<file path="src/design/psd_pkg.sv">
`timescale 1ns / 1ps
`default_nettype none
// ----------------------------------------------------------------------------
// Path segment densifier package
// Shared payload types, the controller command and status bundles and the
// widths that follow from the fixed field formats.
// ----------------------------------------------------------------------------
package psd_pkg;

  localparam int unsigned CoordW = 32;
  localparam int unsigned StepW  = 31;
  localparam int unsigned DiffW  = 33;
  localparam int unsigned SqW    = 66;
  localparam int unsigned CntW   = 7;
  localparam int unsigned QW     = 40;

  typedef struct packed {
    logic signed [CoordW-1:0] way_x;
    logic signed [CoordW-1:0] way_y;
    logic                     path_start;
  } req_in_t;

  typedef struct packed {
    logic signed [CoordW-1:0] pt_x;
    logic signed [CoordW-1:0] pt_y;
    logic                     run_last;
    logic                     capped;
  } req_out_t;

  typedef struct packed {
    logic load;
    logic sq_x;
    logic sq_y;
    logic cnt_init;
    logic cnt_step;
    logic pt_init;
    logic div_init;
    logic div_step;
    logic div_sel_y;
    logic emit;
  } cmd_t;

  typedef struct packed {
    logic first;
    logic zero;
    logic reach_ok;
    logic cnt_max;
    logic div_done;
    logic pt_last;
  } sts_t;

endpackage
`default_nettype wire

</file>
<file path="src/design/psd_ctrl.sv">
`timescale 1ns / 1ps
`default_nettype none
// ----------------------------------------------------------------------------
// Path segment densifier controller
// Sequences load, count search, per-point division and output handshake.
// ----------------------------------------------------------------------------
module psd_ctrl (
  input  wire logic          clk_i,
  input  wire logic          rst_ni,
  input  wire logic          in_valid_i,
  output logic               in_stall_o,
  output logic               out_valid_o,
  input  wire logic          out_stall_i,
  input  wire psd_pkg::sts_t sts_i,
  output psd_pkg::cmd_t      cmd_o
);

  typedef enum logic [9:0] {
    StIdle  = 10'b0000000001,
    StSqX   = 10'b0000000010,
    StSqY   = 10'b0000000100,
    StCount = 10'b0000001000,
    StDivX  = 10'b0000010000,
    StFixX  = 10'b0000100000,
    StDivY  = 10'b0001000000,
    StFixY  = 10'b0010000000,
    StOut   = 10'b0100000000,
    StFirst = 10'b1000000000
  } state_e;

  state_e state_q, state_d;
  logic accept;

  assign in_stall_o = (state_q != StIdle);
  assign accept = in_valid_i && !in_stall_o;
  assign out_valid_o = (state_q == StOut) || (state_q == StFirst);

  always_comb begin
    state_d = state_q;
    cmd_o = '0;
    cmd_o.div_sel_y = (state_q == StDivY) || (state_q == StFixY);
    case (state_q)
      StIdle: begin
        if (accept) begin
          cmd_o.load = 1'b1;
          state_d = sts_i.first ? StFirst : StSqX;
        end
      end
      StSqX: begin
        if (sts_i.zero) state_d = StIdle;
        else begin
          cmd_o.sq_x = 1'b1;
          state_d = StSqY;
        end
      end
      StSqY: begin
        cmd_o.sq_y = 1'b1;
        cmd_o.cnt_init = 1'b1;
        cmd_o.pt_init = 1'b1;
        state_d = StCount;
      end
      StCount: begin
        if (sts_i.reach_ok) begin
          cmd_o.div_init = 1'b1;
          state_d = StDivX;
        end else begin
          cmd_o.cnt_step = 1'b1;
          if (sts_i.cnt_max) begin
            cmd_o.div_init = 1'b1;
            state_d = StDivX;
          end
        end
      end
      StDivX: begin
        if (sts_i.div_done) state_d = StFixX;
        else cmd_o.div_step = 1'b1;
      end
      StFixX: begin
        cmd_o.div_init = 1'b1;
        cmd_o.div_sel_y = 1'b1;
        state_d = StDivY;
      end
      StDivY: begin
        if (sts_i.div_done) state_d = StFixY;
        else cmd_o.div_step = 1'b1;
      end
      StFixY: begin
        cmd_o.emit = 1'b1;
        state_d = StOut;
      end
      StOut: begin
        if (!out_stall_i) begin
          if (sts_i.pt_last) state_d = StIdle;
          else begin
            cmd_o.div_init = 1'b1;
            state_d = StDivX;
          end
        end
      end
      StFirst: begin
        if (!out_stall_i) state_d = StIdle;
      end
      default: state_d = StIdle;
    endcase
  end

  always_ff @(posedge clk_i or negedge rst_ni) begin
    if (!rst_ni) state_q <= StIdle;
    else state_q <= state_d;
  end

  a_onehot: assert property (@(posedge clk_i) disable iff (!rst_ni) $onehot(state_q))
    else $error("state not one-hot");
  a_no_accept_busy: assert property (@(posedge clk_i) disable iff (!rst_ni)
    (state_q != StIdle) |-> !accept) else $error("accept while busy");
  a_out_hold: assert property (@(posedge clk_i) disable iff (!rst_ni)
    (out_valid_o && out_stall_i) |=> out_valid_o) else $error("result dropped");

endmodule
`default_nettype wire
</file>
<file path="config.mk">
export PLATFORM = sky130hd
export DESIGN_NAME = psd_ctrl
export DESIGN_NICKNAME = d
export VERILOG_FILES = /design/src/design/psd_pkg.sv /design/src/design/psd_ctrl.sv
export SDC_FILE = /design/constraint.sdc
export NUM_CORES = 1
export LEC_CHECK = 0
export ABC_AREA = 1
export BUFFER_PORTS_ARGS = -buffer_cell sky130_fd_sc_hd__buf_2
export CORE_UTILIZATION = 40
export DETAILED_ROUTE_END_ITERATION = 8
export PLACE_DENSITY = 0.6
export SETUP_SLACK_MARGIN = 0.5
export SYNTH_ARGS = -nofsm -noshare
export SYNTH_HDL_FRONTEND = slang
export SYNTH_SLANG_ARGS = --single-unit
</file>
<file path="constraint.sdc">
create_clock -name clk_i -period 3.3 [get_ports clk_i]
set_clock_uncertainty 0.1 [all_clocks]
set_input_delay 0.66 -clock clk_i [delete_from_list [all_inputs] [get_ports clk_i]]
set_output_delay 0.66 -clock clk_i [all_outputs]
set_load 0.01 [all_outputs]
</file>
==> results.md <==
* Status: complete, no violations
* Worst path max stage delay at 0.40 ns
* Drt total wl at 1750 µm
* Antenna-violating nets left at 0
* Die height at 46.1 µm
* Hold Violations, Final at 0
* H-tree levels at 1
* CTS root buf: clkbuf_4
* Share of the synthesized area in the top cell type at 29.0%
* Clock Power Share at 13.6%
* CP cell instances: nor2_2 > nand2_2 > nor2_4 > nand2_1 > or2_1 > o221ai_1 > buf_2
* Vias per inst at 4.84
* Top cells by area, synth: dfrtp_1 29%, nor2_1 12%, inv_1 11%
* # rows at 15
* Max VDD drop at 0.344 mV
* CP delay by family, top: simple AND/OR/NAND/NOR gates
* Clock sink count at 10
* Pwr dens at 693 nW/µm²
* Cells on worst reg2reg path at 11
* Total grt overflow at 0
* WP data required at 2.54 ns
* Hold_buf cts at 0
* CP arrival at 1.70 ns
* Die X at 46.1 µm
* I/O pin count at 22
* Vias in the first global route at 705
* Top reg by flops: state_q
* Critical Path End Type: primary output
* Biggest regs: state_q: 10 flops
* Maxcap violations at 0
* Slew margin rel. at 77.8%
* Fmax achieved at 407 MHz
* Total power at 0.641 mW
* Post-DP HPWL at 1440 µm
* Ys Warns at 0
* Post-CTS Setup Inserts at 0
* Via count at 789
* Post-synthesis sequential area ratio at 32.4%
* Sequential cell fraction of total power at 27.6%
* Unrepaired setup endpoints after global routing: no
* Post-Syn Instances at 115
* Syn Area/Cell at 6.76 µm²
* Switching power at 0.315 mW
* IO Port Bufs at 21
* Initial antenna violation count at 0
* Final period utilization at 74.5%
* Clock latency on the worst-skew pair at 0.26 ns
* Global Route Usage Sum at 19.3%
* Worst path bufs/invs at 1
* Slew Limit Fails at 0
* Final nets at 149
* Diode count at 0
* First-pass GRT wire length at 2860 µm
* Synth Net Count at 125
* CTS tree: done
* Dominant cell type by area after synthesis: dfrtp_1
* R2R Path Start: state_q[0]$_DFFE_PN1P_
* Area added between synthesis and finish at 19.0%
* Max Used Layer: met4
* Per-cell routed wire length at 10.7 µm
* Yosys reg bits at 10
* Metal2 WL at 788 µm
* CTS clk-pin slew, worst paths at 0.07 ns
* Int Pwr at 0.326 mW
* Largest net degree at the start of global routing at 11
* Core area at 1760 µm²
* R2R Setup Slk at 1.65 ns
* Initial Util at 44.0%
* Worst setup SP type: flip-flop
* Post-synthesis cell area at 777 µm²
* Post-synth cell types at 20
* Static Leak at 0.576 nW
* Most frequent cells in the layout: 24 x nor2_1, 22 x inv_1, 21 x buf_2
* Gpl congestion at 0.801
* Drt pass-1 iters at 5
* Fill cell count at 202
* Layout cells sized above 1 at 34.8%
* DR DRC count at 0
* Wl on met1 at 820 µm
* Setup TNS Final at 0 ns
* Commonest non-fill, non-tap cell in the layout: nor2_1
* Worst path slowest cell: dfrtp_1
* Largest register FFs at 10
* CTS Buffer Depth at 2
* CTS-repair resized insts at 0
* Tmin final at 2.46 ns
* Hold crit path type: in2async
* Finish-stage setup viols at 0
* Worst Path Max Fanout at 6
* Num CTS Buffers at 3
* DIE AREA at 2120 µm²
* Routed wl met3 at 117 µm
* Least-Margin Pin Slew at 0.332 ns
* Comb pwr share at 58.8%
* DR iter-0 viols at 15
* Switching Fraction at 49.2%
* Reg2reg end: state_q[3]$_DFFE_PN0P_
* Min Hold Slack at 0.144 ns
* Crit path kind: reg2out
worst register-to-register path, delay by kind of cell (launching register included):
kind                   cells  cell delay (ns)
AND/OR/NAND/NOR            7             0.69
flip-flops                 1             0.55
AO/OA/AOI/OAI              1             0.05
buffers and inverters      3             0.16
cells by family (layout without fill, tap and decap cells):
logic type | count (synthesis) | count (layout) | synth area share [%]
simple gates | 74 | 74 | 48.0
buf+inv | 25 | 48 | 13.4
flops | 10 | 10 | 32.4
compound gates | 6 | 6 | 6.28
routing by layer:
| metal | vias up | global-route usage [%] |
|---|---|---|
| met5 | - | 0 |
| met1 | 352 | 25.4 |
| met2 | 36 | 31.3 |
| met4 | 0 | 9.41 |
| met3 | 2 | 2.35 |
| li1 | 399 | - |
layout make-up:
cell class	instances	area (µm²)	share of cell area, %
sequential	10	251	27.2
inverter	23	88.8	9.61
tap	25	31.3	3.38
clock buffer	4	26.3	2.84
multi-input combinational	80	422	45.6
timing repair buffer	21	105	11.4
synth_stat cells (all sizes together):
library cell,number
nor2,34
inv,23
nand2,22
nand3,13
dfrtp,9
o21ai,5
buf,2
or2,2
dfstp,1
nand4,1
nor3,1
nor4,1
o221ai,1
power by group through the flow:
stage          registers (mW)  logic [mW]  clock network, mW
2_1_floorplan           0.174       0.286                  0
3_3_place_gp            0.178       0.370                  0
3_5_place_dp            0.179       0.373                  0
4_1_cts                 0.177       0.376             0.0902
5_1_grt                 0.181       0.428             0.0943
6_report                0.177       0.377             0.0874
how the worst max path moves through the flow:
stage | start | to | slack, ns | depth (start not counted)
2_1_floorplan | state_q[5]$_DFFE_PN0P_ | cmd_o[3] | 1.25 | 6
3_3_place_gp | sts_i[3] | cmd_o[3] | 1.16 | 5
3_5_place_dp | state_q[7]$_DFFE_PN0P_ | cmd_o[3] | 1.14 | 7
4_1_cts | state_q[7]$_DFFE_PN0P_ | cmd_o[3] | 0.86 | 7
5_1_grt | state_q[0]$_DFFE_PN1P_ | cmd_o[9] | 0.75 | 7
6_report | state_q[7]$_DFFE_PN0P_ | cmd_o[3] | 0.84 | 7
per-stage QoR:
stage	setup slack [ns]	util [%]	instance area (µm²)	instances
after CTS	0.857	52.4	925	163
final	0.843	52.4	925	163
after floorplan	1.25	-	777	115
after global placement	1.16	50.9	898	159
after global routing	0.749	52.4	925	163
after detailed placement	1.14	50.9	898	159
Power figures use the tool's default switching activity.
